===== src/sv/exti_pkg.sv =====
`timescale 1ns / 1ps

package exti_pkg;

  // Item action codes
  localparam logic [1:0] ACT_SAMPLE  = 2'd0;
  localparam logic [1:0] ACT_TRIGGER = 2'd1;
  localparam logic [1:0] ACT_CLEAR   = 2'd2;

  // Register indexes on the configuration port
  localparam logic [1:0] REG_IRQ_MASK       = 2'd0;
  localparam logic [1:0] REG_RISING_SELECT  = 2'd1;
  localparam logic [1:0] REG_FALLING_SELECT = 2'd2;
  localparam logic [1:0] REG_PORT_SELECT    = 2'd3;

  localparam int unsigned LINE_W = 16;
  localparam int unsigned PIN_W  = 64;
  localparam int unsigned CODE_W = 4;
  localparam int unsigned DATA_W = 64;
  localparam int unsigned ADDR_W = 5;

  typedef struct packed {
    logic [LINE_W-1:0]        irq_mask;
    logic [LINE_W-1:0]        rising_select;
    logic [LINE_W-1:0]        falling_select;
    logic [LINE_W*CODE_W-1:0] port_select;
  } cfg_t;

  typedef struct packed {
    logic       accept;
    logic [1:0] action;
  } lane_ctl_t;

endpackage


===== src/sv/exti_item_if.sv =====
`timescale 1ns / 1ps

interface exti_item_if;
  logic        valid;
  logic        ready;
  logic [1:0]  action;
  logic [63:0] pin_levels;
  logic [15:0] line_bits;

  modport source (output valid, output action, output pin_levels, output line_bits,
                  input ready);
  modport sink (input valid, input action, input pin_levels, input line_bits,
                output ready);
endinterface


===== src/sv/exti_result_if.sv =====
`timescale 1ns / 1ps

interface exti_result_if;
  logic        valid;
  logic        ready;
  logic [15:0] pending_lines;
  logic [15:0] masked_requests;
  logic        vector_line0;
  logic        vector_line1;
  logic        vector_line2;
  logic        vector_line3;
  logic        vector_line4;
  logic        vector_lines_9_5;
  logic        vector_lines_15_10;

  modport source (output valid, output pending_lines, output masked_requests,
                  output vector_line0, output vector_line1, output vector_line2,
                  output vector_line3, output vector_line4, output vector_lines_9_5,
                  output vector_lines_15_10, input ready);
  modport sink (input valid, input pending_lines, input masked_requests,
                input vector_line0, input vector_line1, input vector_line2,
                input vector_line3, input vector_line4, input vector_lines_9_5,
                input vector_lines_15_10, output ready);
endinterface


===== src/sv/exti_regs.sv =====
`timescale 1ns / 1ps

module exti_regs (
  input  logic                        clk,
  input  logic                        rst,
  input  logic                        psel,
  input  logic                        penable,
  input  logic                        pwrite,
  input  logic [exti_pkg::ADDR_W-1:0] paddr,
  input  logic [exti_pkg::DATA_W-1:0] pwdata,
  output logic [exti_pkg::DATA_W-1:0] prdata,
  output logic                        pready,
  output exti_pkg::cfg_t              cfg
);
  import exti_pkg::*;

  logic       wr_en;
  logic [1:0] reg_idx;

  assign pready  = 1'b1;
  assign wr_en   = psel && penable && pwrite;
  assign reg_idx = paddr[4:3];

  // Write registers on the access cycle
  always_ff @(posedge clk) begin
    if (rst) begin
      cfg <= '0;
    end else if (wr_en) begin
      case (reg_idx)
        REG_IRQ_MASK:       cfg.irq_mask       <= pwdata[LINE_W-1:0];
        REG_RISING_SELECT:  cfg.rising_select  <= pwdata[LINE_W-1:0];
        REG_FALLING_SELECT: cfg.falling_select <= pwdata[LINE_W-1:0];
        REG_PORT_SELECT:    cfg.port_select    <= pwdata;
        default: ;
      endcase
    end
  end

  // Read back the addressed register
  always_comb begin
    case (reg_idx)
      REG_IRQ_MASK:       prdata = {48'd0, cfg.irq_mask};
      REG_RISING_SELECT:  prdata = {48'd0, cfg.rising_select};
      REG_FALLING_SELECT: prdata = {48'd0, cfg.falling_select};
      REG_PORT_SELECT:    prdata = cfg.port_select;
      default:            prdata = '0;
    endcase
  end

endmodule


===== src/sv/exti_lane.sv =====
`timescale 1ns / 1ps

module exti_lane #(
  parameter int LINE      = 0,
  parameter int NUM_PORTS = 4
) (
  input  logic                        clk,
  input  logic                        rst,
  input  exti_pkg::lane_ctl_t         ctl,
  input  logic [exti_pkg::PIN_W-1:0]  pins,
  input  logic                        line_bit,
  input  logic [exti_pkg::CODE_W-1:0] code,
  input  logic                        rise_en,
  input  logic                        fall_en,
  output logic                        pending_next
);
  import exti_pkg::*;

  localparam logic [3:0]        LINE_ID  = 4'(LINE);
  localparam logic [CODE_W-1:0] PORT_CNT = CODE_W'(NUM_PORTS);

  logic       prev_level;
  logic       pending;
  logic       level;
  logic [5:0] pin_idx;
  logic       edge_hit;

  // Pick this line's pin from the selected port; unknown ports read low
  assign pin_idx  = {code[1:0], LINE_ID};
  assign level    = (code < PORT_CNT) ? pins[pin_idx] : 1'b0;
  assign edge_hit = (level && !prev_level && rise_en) || (!level && prev_level && fall_en);

  // Next pending bit for the accepted action
  always_comb begin
    case (ctl.action)
      ACT_SAMPLE:  pending_next = pending | edge_hit;
      ACT_TRIGGER: pending_next = pending | line_bit;
      ACT_CLEAR:   pending_next = pending & ~line_bit;
      default:     pending_next = pending;
    endcase
  end

  // Advance line state on each accepted item
  always_ff @(posedge clk) begin
    if (rst) begin
      prev_level <= 1'b0;
      pending    <= 1'b0;
    end else if (ctl.accept) begin
      pending <= pending_next;
      if (ctl.action == ACT_SAMPLE) begin
        prev_level <= level;
      end
    end
  end

endmodule


===== src/sv/exti_merge.sv =====
`timescale 1ns / 1ps

module exti_merge (
  input  logic                        clk,
  input  logic                        rst,
  input  logic                        accept,
  input  logic [exti_pkg::LINE_W-1:0] pending_next,
  input  logic [exti_pkg::LINE_W-1:0] irq_mask,
  output logic                        hold_full,
  exti_result_if.source               result_out
);
  import exti_pkg::*;

  logic [LINE_W-1:0] masked;

  assign masked    = pending_next & irq_mask;
  assign hold_full = result_out.valid && !result_out.ready;

  // Track the output register occupancy
  always_ff @(posedge clk) begin
    if (rst) begin
      result_out.valid <= 1'b0;
    end else if (accept) begin
      result_out.valid <= 1'b1;
    end else if (result_out.ready) begin
      result_out.valid <= 1'b0;
    end
  end

  // Load the combined lane results
  always_ff @(posedge clk) begin
    if (accept) begin
      result_out.pending_lines      <= pending_next;
      result_out.masked_requests    <= masked;
      result_out.vector_line0       <= masked[0];
      result_out.vector_line1       <= masked[1];
      result_out.vector_line2       <= masked[2];
      result_out.vector_line3       <= masked[3];
      result_out.vector_line4       <= masked[4];
      result_out.vector_lines_9_5   <= |masked[9:5];
      result_out.vector_lines_15_10 <= |masked[15:10];
    end
  end

endmodule


===== src/sv/external_interrupt_line_controller_top.sv =====
`timescale 1ns / 1ps
// External interrupt line controller, sixteen lines.
// item_in carries one item: action (sample pins, software trigger, clear),
// the 64 pin levels and a line mask. result_out returns one result per item:
// pending bits, masked requests and the grouped vector requests.
// Each line is a lane that picks its pin by its port code, detects edges
// against its kept level and holds its pending bit; a merge stage applies the
// mask, forms the vectors and registers the result.
// A result is registered and shows in the cycle after its item is accepted.
// Throughput is one item per cycle while results drain, set by the single
// output register. item_in.ready drops only while a result waits and
// result_out.ready is low; the stalled result then holds. The user must
// write configuration through the APB port (64-bit data, registers at byte 0,
// 8, 16, 24) only while idle; the block does not enforce this. Synchronous
// reset clears configuration, levels and pending bits, empties the output register.
module external_interrupt_line_controller_top #(
  parameter int NUM_PORTS = 4,
  parameter int NUM_LINES = 16
) (
  input  logic                        clk,
  input  logic                        rst,
  exti_item_if.sink                   item_in,
  exti_result_if.source               result_out,
  input  logic                        psel,
  input  logic                        penable,
  input  logic                        pwrite,
  input  logic [exti_pkg::ADDR_W-1:0] paddr,
  input  logic [exti_pkg::DATA_W-1:0] pwdata,
  output logic [exti_pkg::DATA_W-1:0] prdata,
  output logic                        pready
);
  import exti_pkg::*;

  localparam logic [LINE_W-1:0] LINE_MASK = LINE_W'((17'(1) << NUM_LINES) - 17'(1));

  cfg_t              cfg;
  lane_ctl_t         ctl;
  logic              accept;
  logic              hold_full;
  logic [LINE_W-1:0] pending_next;

  exti_regs u_regs (
    .clk     (clk),
    .rst     (rst),
    .psel    (psel),
    .penable (penable),
    .pwrite  (pwrite),
    .paddr   (paddr),
    .pwdata  (pwdata),
    .prdata  (prdata),
    .pready  (pready),
    .cfg     (cfg)
  );

  // Take an item whenever the output register is free or being drained
  assign item_in.ready = !hold_full;
  assign accept        = item_in.valid && item_in.ready;
  assign ctl.accept    = accept;
  assign ctl.action    = item_in.action;

  // One lane per line; missing lines stay zero
  for (genvar n = 0; n < LINE_W; n++) begin : g_lane
    if (n < NUM_LINES) begin : g_on
      exti_lane #(
        .LINE      (n),
        .NUM_PORTS (NUM_PORTS)
      ) u_lane (
        .clk          (clk),
        .rst          (rst),
        .ctl          (ctl),
        .pins         (item_in.pin_levels),
        .line_bit     (item_in.line_bits[n]),
        .code         (cfg.port_select[CODE_W*n +: CODE_W]),
        .rise_en      (cfg.rising_select[n]),
        .fall_en      (cfg.falling_select[n]),
        .pending_next (pending_next[n])
      );
    end else begin : g_off
      assign pending_next[n] = 1'b0;
    end
  end

  exti_merge u_merge (
    .clk          (clk),
    .rst          (rst),
    .accept       (accept),
    .pending_next (pending_next),
    .irq_mask     (cfg.irq_mask),
    .hold_full    (hold_full),
    .result_out   (result_out)
  );

  // A clear item leaves its lines not pending
  a_clear: assert property (@(posedge clk) disable iff (rst)
    accept && item_in.action == ACT_CLEAR |=>
      (result_out.pending_lines & $past(item_in.line_bits)) == '0)
    else $error("cleared line still pending");

  // A trigger item leaves its existing lines pending
  a_trigger: assert property (@(posedge clk) disable iff (rst)
    accept && item_in.action == ACT_TRIGGER |=>
      (result_out.pending_lines & ($past(item_in.line_bits) & LINE_MASK)) ==
      ($past(item_in.line_bits) & LINE_MASK))
    else $error("triggered line not pending");

  // Masked requests never exceed pending bits
  a_masked: assert property (@(posedge clk) disable iff (rst)
    result_out.valid |-> (result_out.masked_requests & ~result_out.pending_lines) == '0)
    else $error("masked request without pending bit");

  // Grouped vector follows the masked requests of its lines
  a_vec_hi: assert property (@(posedge clk) disable iff (rst)
    result_out.valid |-> result_out.vector_lines_15_10 == (|result_out.masked_requests[15:10]))
    else $error("vector for lines 15 to 10 mismatch");

endmodule


===== src/flat_wrapper.sv =====
// flat-port wrapper written by rule: the top's interface ports become plain ports
module external_interrupt_line_controller_top_flat import exti_pkg::*;
#(
  parameter int NUM_PORTS = 4,
  parameter int NUM_LINES = 16
)
  (clk, rst, psel, penable, pwrite, paddr, pwdata, prdata, pready, item_in_valid, item_in_action, item_in_pin_levels, item_in_line_bits, item_in_ready, result_out_valid, result_out_pending_lines, result_out_masked_requests, result_out_vector_line0, result_out_vector_line1, result_out_vector_line2, result_out_vector_line3, result_out_vector_line4, result_out_vector_lines_9_5, result_out_vector_lines_15_10, result_out_ready);
  exti_item_if item_in_i ();
  exti_result_if result_out_i ();
  input  logic clk;
  input  logic rst;
  input  logic psel;
  input  logic penable;
  input  logic pwrite;
  input  logic [exti_pkg::ADDR_W-1:0] paddr;
  input  logic [exti_pkg::DATA_W-1:0] pwdata;
  output logic [exti_pkg::DATA_W-1:0] prdata;
  output logic pready;
  input wire logic [$bits(item_in_i.valid)-1:0] item_in_valid;
  input wire logic [$bits(item_in_i.action)-1:0] item_in_action;
  input wire logic [$bits(item_in_i.pin_levels)-1:0] item_in_pin_levels;
  input wire logic [$bits(item_in_i.line_bits)-1:0] item_in_line_bits;
  output wire logic [$bits(item_in_i.ready)-1:0] item_in_ready;
  output wire logic [$bits(result_out_i.valid)-1:0] result_out_valid;
  output wire logic [$bits(result_out_i.pending_lines)-1:0] result_out_pending_lines;
  output wire logic [$bits(result_out_i.masked_requests)-1:0] result_out_masked_requests;
  output wire logic [$bits(result_out_i.vector_line0)-1:0] result_out_vector_line0;
  output wire logic [$bits(result_out_i.vector_line1)-1:0] result_out_vector_line1;
  output wire logic [$bits(result_out_i.vector_line2)-1:0] result_out_vector_line2;
  output wire logic [$bits(result_out_i.vector_line3)-1:0] result_out_vector_line3;
  output wire logic [$bits(result_out_i.vector_line4)-1:0] result_out_vector_line4;
  output wire logic [$bits(result_out_i.vector_lines_9_5)-1:0] result_out_vector_lines_9_5;
  output wire logic [$bits(result_out_i.vector_lines_15_10)-1:0] result_out_vector_lines_15_10;
  input wire logic [$bits(result_out_i.ready)-1:0] result_out_ready;
  assign item_in_i.valid = item_in_valid;
  assign item_in_i.action = item_in_action;
  assign item_in_i.pin_levels = item_in_pin_levels;
  assign item_in_i.line_bits = item_in_line_bits;
  assign item_in_ready = item_in_i.ready;
  assign result_out_valid = result_out_i.valid;
  assign result_out_pending_lines = result_out_i.pending_lines;
  assign result_out_masked_requests = result_out_i.masked_requests;
  assign result_out_vector_line0 = result_out_i.vector_line0;
  assign result_out_vector_line1 = result_out_i.vector_line1;
  assign result_out_vector_line2 = result_out_i.vector_line2;
  assign result_out_vector_line3 = result_out_i.vector_line3;
  assign result_out_vector_line4 = result_out_i.vector_line4;
  assign result_out_vector_lines_9_5 = result_out_i.vector_lines_9_5;
  assign result_out_vector_lines_15_10 = result_out_i.vector_lines_15_10;
  assign result_out_i.ready = result_out_ready;
  external_interrupt_line_controller_top #(.NUM_PORTS(NUM_PORTS), .NUM_LINES(NUM_LINES)) u_core (.clk(clk), .rst(rst), .item_in(item_in_i), .result_out(result_out_i), .psel(psel), .penable(penable), .pwrite(pwrite), .paddr(paddr), .pwdata(pwdata), .prdata(prdata), .pready(pready));
endmodule

===== config.mk =====
export PLATFORM = sky130hd
export DESIGN_NAME = external_interrupt_line_controller_top_flat
export DESIGN_NICKNAME = d
export VERILOG_FILES = /design/src/sv/exti_pkg.sv /design/src/sv/exti_item_if.sv /design/src/sv/exti_result_if.sv /design/src/sv/exti_regs.sv /design/src/sv/exti_lane.sv /design/src/sv/exti_merge.sv /design/src/sv/external_interrupt_line_controller_top.sv /design/src/flat_wrapper.sv
export SDC_FILE = /design/constraint.sdc
export NUM_CORES = 1
export LEC_CHECK = 0
export BUFFER_PORTS_ARGS = -buffer_cell sky130_fd_sc_hd__buf_2
export CAP_MARGIN = 30
export CELL_PAD_IN_SITES_DETAIL_PLACEMENT = 0
export CELL_PAD_IN_SITES_GLOBAL_PLACEMENT = 2
export CORE_UTILIZATION = 29
export DETAILED_ROUTE_END_ITERATION = 8
export HOLD_SLACK_MARGIN = 0.06
export PLACE_DENSITY_LB_ADDON = 0.12
export SYNTH_ARGS = -nofsm -noshare
export SYNTH_HDL_FRONTEND = slang
export SYNTH_HIERARCHICAL = 1
export SYNTH_SLANG_ARGS = --single-unit

===== constraint.sdc =====
create_clock -name clk -period 4.7 [get_ports clk]
set_clock_uncertainty 0.15 [all_clocks]
set_input_delay 0.47 -clock clk [delete_from_list [all_inputs] [get_ports clk]]
set_output_delay 0.47 -clock clk [all_outputs]
set_load 0.05 [all_outputs]

After elaboration in Yosys (flattened, before gate mapping) --
Index checks and enable logic that the tools add are counted.
Storage, ports and cells: register bits after elaboration 184, input port bits 158, output and inout bits 106, logic and storage cells 343
Cells by class: order comparisons 32, equal/unequal tests 5, muxes and demuxes 67, bitwise logic cells 65, reductions and logical operators 128
Operators with widths (number):
- case mux 64 bit (4 select lines) | 1
- < comparator 6 x 7 -> 1 bit, second input constant | 16
- logical AND 1 bit | 68
- < comparator 4 x 3 -> 1 bit, second input constant | 16
- case mux 1 bit (3 select lines) | 16
- zero test 1 bit | 34
- 2-to-1 mux 1 bit | 34
- binary-select mux 1 bit (select 2 bit) | 16
- bitwise OR 1 bit | 32
- AND 1 bit | 16
- AND 16 bit | 1
- logical OR 1 bit | 16
- inverter 1 bit | 16
- AND reduction 2 bit | 5
- equality test 2 bit, second input constant | 3
- OR reduction 6 bit | 1
- OR reduction 5 bit | 1
- equality test 2 x 1 -> 1 bit, second input constant | 2
- zero test 2 bit | 2
- nonzero test 2 bit | 1

Logic depth before layout (Yosys ltp) --
depth after elaboration 11, mapped depth 6

Modules after synthesis --
The synthesis kept the hierarchy.
Modules (own cells, without submodules):
- exti_regs | times used 1, cells each 556, area each 5186.2 µm², seq. area each 2242.2 µm²
- exti_lane | times used 16, cells each 25, area each 202.7 µm², seq. area each 40.0 µm²
- exti_merge | times used 1, cells each 63, area each 1243.7 µm², seq. area each 1041.0 µm²
- external_interrupt_line_controller_top | times used 1, cells each 2, area each 10.0 µm², seq. area each 0.0 µm²

Worst setup path after synthesis --
No wires, ideal clock.
kind register to register, from register u_core.u_merge.result_out.valid, to register u_core.g_lane[0].g_on.u_lane.pending, setup time 0.331 ns, data arrival time 4.555 ns, path slack -0.336 ns, stages on the path, launching flop included 6, path buffers 0, period minus slack after synthesis 5.036 ns, cell sequence dfxtp_1 nor2b_1 nor2b_1 nand3_1 a21oi_1 a311oi_2
On the way: word-level cells in the longest chain between the ends 3
Ends and longest elaborated chain:
- start: declaration | RTL line exti_result_if.sv:16 | modport source (output valid, output pending_lines, output masked_requests,
- start signal: assignment | RTL line exti_merge.sv:22 | result_out.valid <= 1'b0;
- start signal: assignment | RTL line exti_merge.sv:24 | result_out.valid <= 1'b1;
- start signal: assignment | RTL line exti_merge.sv:26 | result_out.valid <= 1'b0;
- logical AND 1 bit | RTL line exti_merge.sv:17 | assign hold_full = result_out.valid && !result_out.ready;
- via u_core.hold_full | RTL line external_interrupt_line_controller_top.sv:39 | logic hold_full;
- zero test 1 bit | RTL line external_interrupt_line_controller_top.sv:56 | assign item_in.ready = !hold_full;
- logical AND 1 bit | RTL line external_interrupt_line_controller_top.sv:57 | assign accept = item_in.valid && item_in.ready;
- via u_core.accept | RTL line external_interrupt_line_controller_top.sv:38 | logic accept;
- end signal: assignment | RTL line exti_lane.sv:49 | pending <= pending_next;
- end: declaration | RTL line exti_lane.sv:23 | logic pending;
The timed path passes the listed nets, and every way through them passes these cells. A chain may end at the register's enable or synchronous reset.

Worst setup path in the final report --
from input port paddr[3] (netlist name), to output port prdata[10] (netlist name)
On the way: word-level cells in the longest chain between the ends 2
Ends and longest elaborated chain:
- start: declaration | RTL line flat_wrapper.sv:15 | input logic [exti_pkg::ADDR_W-1:0] paddr;
- equality test 2 bit (tied with other cells) | RTL line exti_regs.sv:41 | case (reg_idx)
- case mux 64 bit (4 select lines) (*) | RTL line exti_regs.sv:41
- end: declaration | RTL line flat_wrapper.sv:17 | output logic [exti_pkg::DATA_W-1:0] prdata;
Every way passes the cells marked *; elsewhere a longest branch is shown, timed or not.

==> insert_results.sql <==
INSERT INTO impl_metrics (metric_group, metric, value, unit) VALUES
('outcome', 'run_status', 'completed', ''),
('timing', 'worst_slew_margin_rel', '31.8', '%'),
('global_route', 'vias_in_the_first_global_route', '8182', ''),
('timing', 'achievable-frequency', '0.335', 'GHz'),
('setup_path', 'critical_path_arrival', '2.36', 'ns'),
('die', 'die-area', '34100', 'um^2'),
('min_path', 'whs_endpoint', 'u_core/u_regs/cfg[24]', ''),
('global_route', 'grt_start_max_net_pins', '75', ''),
('power_and_ir_drop', 'power_density', '309', 'nW/um^2'),
('timing', 'final_setup_vio_count', '0', ''),
('setup_path', 'start_kind', 'input pin', ''),
('min_path', 'holdCritPathClass', 'input pin to flop', ''),
('yosys', 'synth_common_cells', 'sky130_fd_sc_hd__dfxtp_1 (145), sky130_fd_sc_hd__mux2i_1 (96), sky130_fd_sc_hd__a21oi_1 (80), sky130_fd_sc_hd__o21ai_0 (80), sky130_fd_sc_hd__nand2b_1 (64)', ''),
('yosys', 'synth_top_area_share', '30.0', '%'),
('yosys', 'part_of_the_yosys_area_used_for_sequential_elements', '40.5', '%'),
('detailed_routing', 'first_pass_iters', '5', ''),
('detailed_routing', 'vias', '8605', ''),
('detailed_routing', 'postRouteAntennaNets', '0', ''),
('setup_path', 'timing.setup.critical_path_class', 'input pin to primary output', ''),
('setup_path', 'crit_required', '4.08', 'ns'),
('min_path', 'hold-path-cell-count', '3', ''),
('placed_design', 'gp_congestion', '0.723', ''),
('global_route', 'overflow', '0', ''),
('timing', 'fin_crit', '2.98', 'ns'),
('clock_tree', 'cts-buffers-inserted', '17', ''),
('detailed_routing', 'drc', '0', ''),
('yosys', 'yosys-top-cells-area', 'sky130_fd_sc_hd__dfxtp_1 (30%), sky130_fd_sc_hd__edfxtp_1 (11%), sky130_fd_sc_hd__mux2i_1 (9.9%), sky130_fd_sc_hd__a21oi_1 (4.1%), sky130_fd_sc_hd__nand2b_1 (4.1%)', ''),
('timing', 'grt_setup_unrepaired', 'false', ''),
('detailed_routing', 'drt-wirelength-per-cell', '18.8', 'um'),
('power_and_ir_drop', 'leakage', '0.00512', 'uW'),
('power_and_ir_drop', 'peakVddDrop', '237', 'uV'),
('global_route', 'track_usage', '18.7', '%'),
('run', 'max-cap-violations', '0', ''),
('yosys', 'yosysUniqueCellTypes', '38', ''),
('yosys', 'synth_enable_flop_cells', '34', ''),
('die', 'core-area', '32700', 'um^2'),
('clock_tree', 'holdBufCountCts', '0', ''),
('die', 'rows', '66', ''),
('clock_tree', 'cts_sinks', '179', ''),
('timing', 'tightestPinTransition', '1.02', 'ns'),
('yosys', 'mapped_nets', '1179', ''),
('clock_tree', 'htree_num_levels', '4', ''),
('setup_path', 'rr_endpoint', 'u_core/u_merge/result_out.vector_lines_15_10', ''),
('clock_tree', 'clk_path_buf_depth', '2', ''),
('die', 'io_pins', '264', ''),
('timing', 'timing_max_transition_violations_final', '0', ''),
('yosys', 'ys_ff_latch', '179', ''),
('finish', 'design.final.nets', '1405', ''),
('yosys', 'synth-main-ff-cell', 'sky130_fd_sc_hd__dfxtp_1', ''),
('die', 'width_of_the_die', '185', 'um'),
('yosys', 'netlist_area', '9680', 'um^2'),
('clock_tree', 'clock_insertion_delay_worst_skew', '0.43', 'ns'),
('yosys', 'avgSynthCellArea', '9.48', 'um^2'),
('finish', 'layout-drive-gt1-share', '30.1', '%'),
('setup_path', 'timing.reg2reg.setup_slack', '2.19', 'ns'),
('setup_path', 'r2r_start', 'u_core/u_regs/cfg[61]', ''),
('yosys', 'synth.yosys.warnings', '6', ''),
('setup_path', 'setup.worst_path.end_class', 'primary output', ''),
('timing', 'final_report_hold_violation_count', '0', ''),
('finish', 'n_antenna_cell', '0', ''),
('die', 'chipHeight', '185', 'um'),
('global_route', 'grt_first_pass_wirelength', '48.4', 'mm'),
('clock_tree', 'post-cts-setup-buffer-count', '0', ''),
('clock_tree', 'clock_tree_root_buffer_cell', 'sky130_fd_sc_hd__clkbuf_16', ''),
('finish', 'area_delta_synth_final', '23.7', '%'),
('yosys', 'cell_with_the_most_instances_after_synthesis', 'sky130_fd_sc_hd__dfxtp_1', ''),
('clock_tree', 'clk_pin_slew_worst_setup_hold_paths', '0.07', 'ns'),
('yosys', 'synth_top_area_cell', 'sky130_fd_sc_hd__dfxtp_1', ''),
('global_route', 'number_of_antenna_violations_at_the_first_check_in_global_routing', '8', ''),
('yosys', 'synthArstFlopShare', '0', '%'),
('timing', 'hold_ws', '0.134', 'ns');
worst max-delay path, stage by stage:
cell and delay [ns]:
sky130_fd_sc_hd__buf_4 0.58, sky130_fd_sc_hd__buf_4 0.59, sky130_fd_sc_hd__mux4_2 0.41, sky130_fd_sc_hd__buf_2 0.23
placed cells by master (no fill, tap or decap), types with 3 or more instances in the layout:
cell type                   count
sky130_fd_sc_hd__buf_2        256
sky130_fd_sc_hd__dfxtp_1      145
sky130_fd_sc_hd__mux2i_1       96
sky130_fd_sc_hd__a21oi_1       80
sky130_fd_sc_hd__o21ai_0       80
sky130_fd_sc_hd__nand2b_1      64
sky130_fd_sc_hd__nand2_1       48
sky130_fd_sc_hd__and3_1        48
sky130_fd_sc_hd__nand4_1       48
sky130_fd_sc_hd__edfxtp_1      34
sky130_fd_sc_hd__nand3_1       33
sky130_fd_sc_hd__nor2b_1       33
sky130_fd_sc_hd__nor2_1        32
sky130_fd_sc_hd__and2_1        30
sky130_fd_sc_hd__buf_4         20
sky130_fd_sc_hd__clkbuf_16     17
sky130_fd_sc_hd__inv_1         17
sky130_fd_sc_hd__or3_1         17
sky130_fd_sc_hd__a211o_1       16
sky130_fd_sc_hd__a31oi_1       16
sky130_fd_sc_hd__or3b_1        16
sky130_fd_sc_hd__o22ai_2       16
sky130_fd_sc_hd__mux2_4        16
sky130_fd_sc_hd__o21ai_1       16
sky130_fd_sc_hd__a311oi_2      16
sky130_fd_sc_hd__mux4_2        16
sky130_fd_sc_hd__bufinv_16      3
sky130_fd_sc_hd__clkinv_2       3
sky130_fd_sc_hd__a22o_1         3
power breakdown:
group,internal (uW),switching (uW)
sequential,1610,30.6
clock,838,641
combinational,205,372
total,2660,1040
logic make-up after synthesis:
family	after synthesis	share of synthesized area, %
buffers and inverters	88	4.19
flip-flops	179	40.5
AND/OR/NAND/NOR	381	22.6
multiplexers	128	16.1
AO/OA/AOI/OAI	244	16.5
other	1	0.0387
worst max path at each step:
stage                                         start                                            to  slack [ns]  cells past startpoint
floorplan           u_core/u_merge/result_out.valid       u_core/g_lane[0].g_on.u_lane/prev_level        1.16                      6
global placement                  item_in_action[0]  u_core/u_merge/result_out.vector_lines_15_10        1.52                      8
detailed placement                item_in_action[0]  u_core/u_merge/result_out.vector_lines_15_10        1.53                      8
CTS                                        paddr[3]                                    prdata[10]        1.71                      4
global route                               paddr[3]                                    prdata[10]        1.60                      4
finish                                     paddr[3]                                    prdata[10]        1.72                      4
routing by layer:
layer	up-vias	GRT usage [%]	share of wire [%]
met1	4100	25.9	48
met5	-	0	0.19
met4	12	4.07	0.99
li1	4221	-	-
met2	243	28.5	44
met3	29	5.73	6.7
registers in the layout (all words and copies together), names as in the netlist:
signal	count
u_core/u_merge/result_out.masked_requests	16
u_core/u_regs/cfg	112
u_core/g_lane.g_on.u_lane/prev_level	16
u_core/u_merge/result_out.vector_lines_9_5	1
u_core/u_merge/result_out.vector_lines_15_10	1
u_core/g_lane.g_on.u_lane/pending	16
u_core/u_merge/result_out.valid	1
u_core/u_merge/result_out.pending_lines	16
layout make-up:
class	count	area (um^2)
Multi-Input combinational cell	754	5380
Clock buffer	19	433
Timing Repair Buffer	278	1470
Inverter	17	63.8
Sequential cell	179	3920
Clock inverter	13	156
Fill cell	3411	20700
Tap cell	442	553
through the flow:
stage	setup slack (ns)	cell area (um^2)	utilization, %	instances	total power (uW)
finish	1.72	12000	36.6	1702	3700
global route	1.60	12000	36.6	1702	3880
CTS	1.71	12000	36.6	1702	3760
detailed placement	1.53	11400	34.8	1670	2260
global placement	1.52	11400	34.8	1670	2270
floorplan	1.16	9690	-	1021	2050
Power figures use the tool's default switching activity.
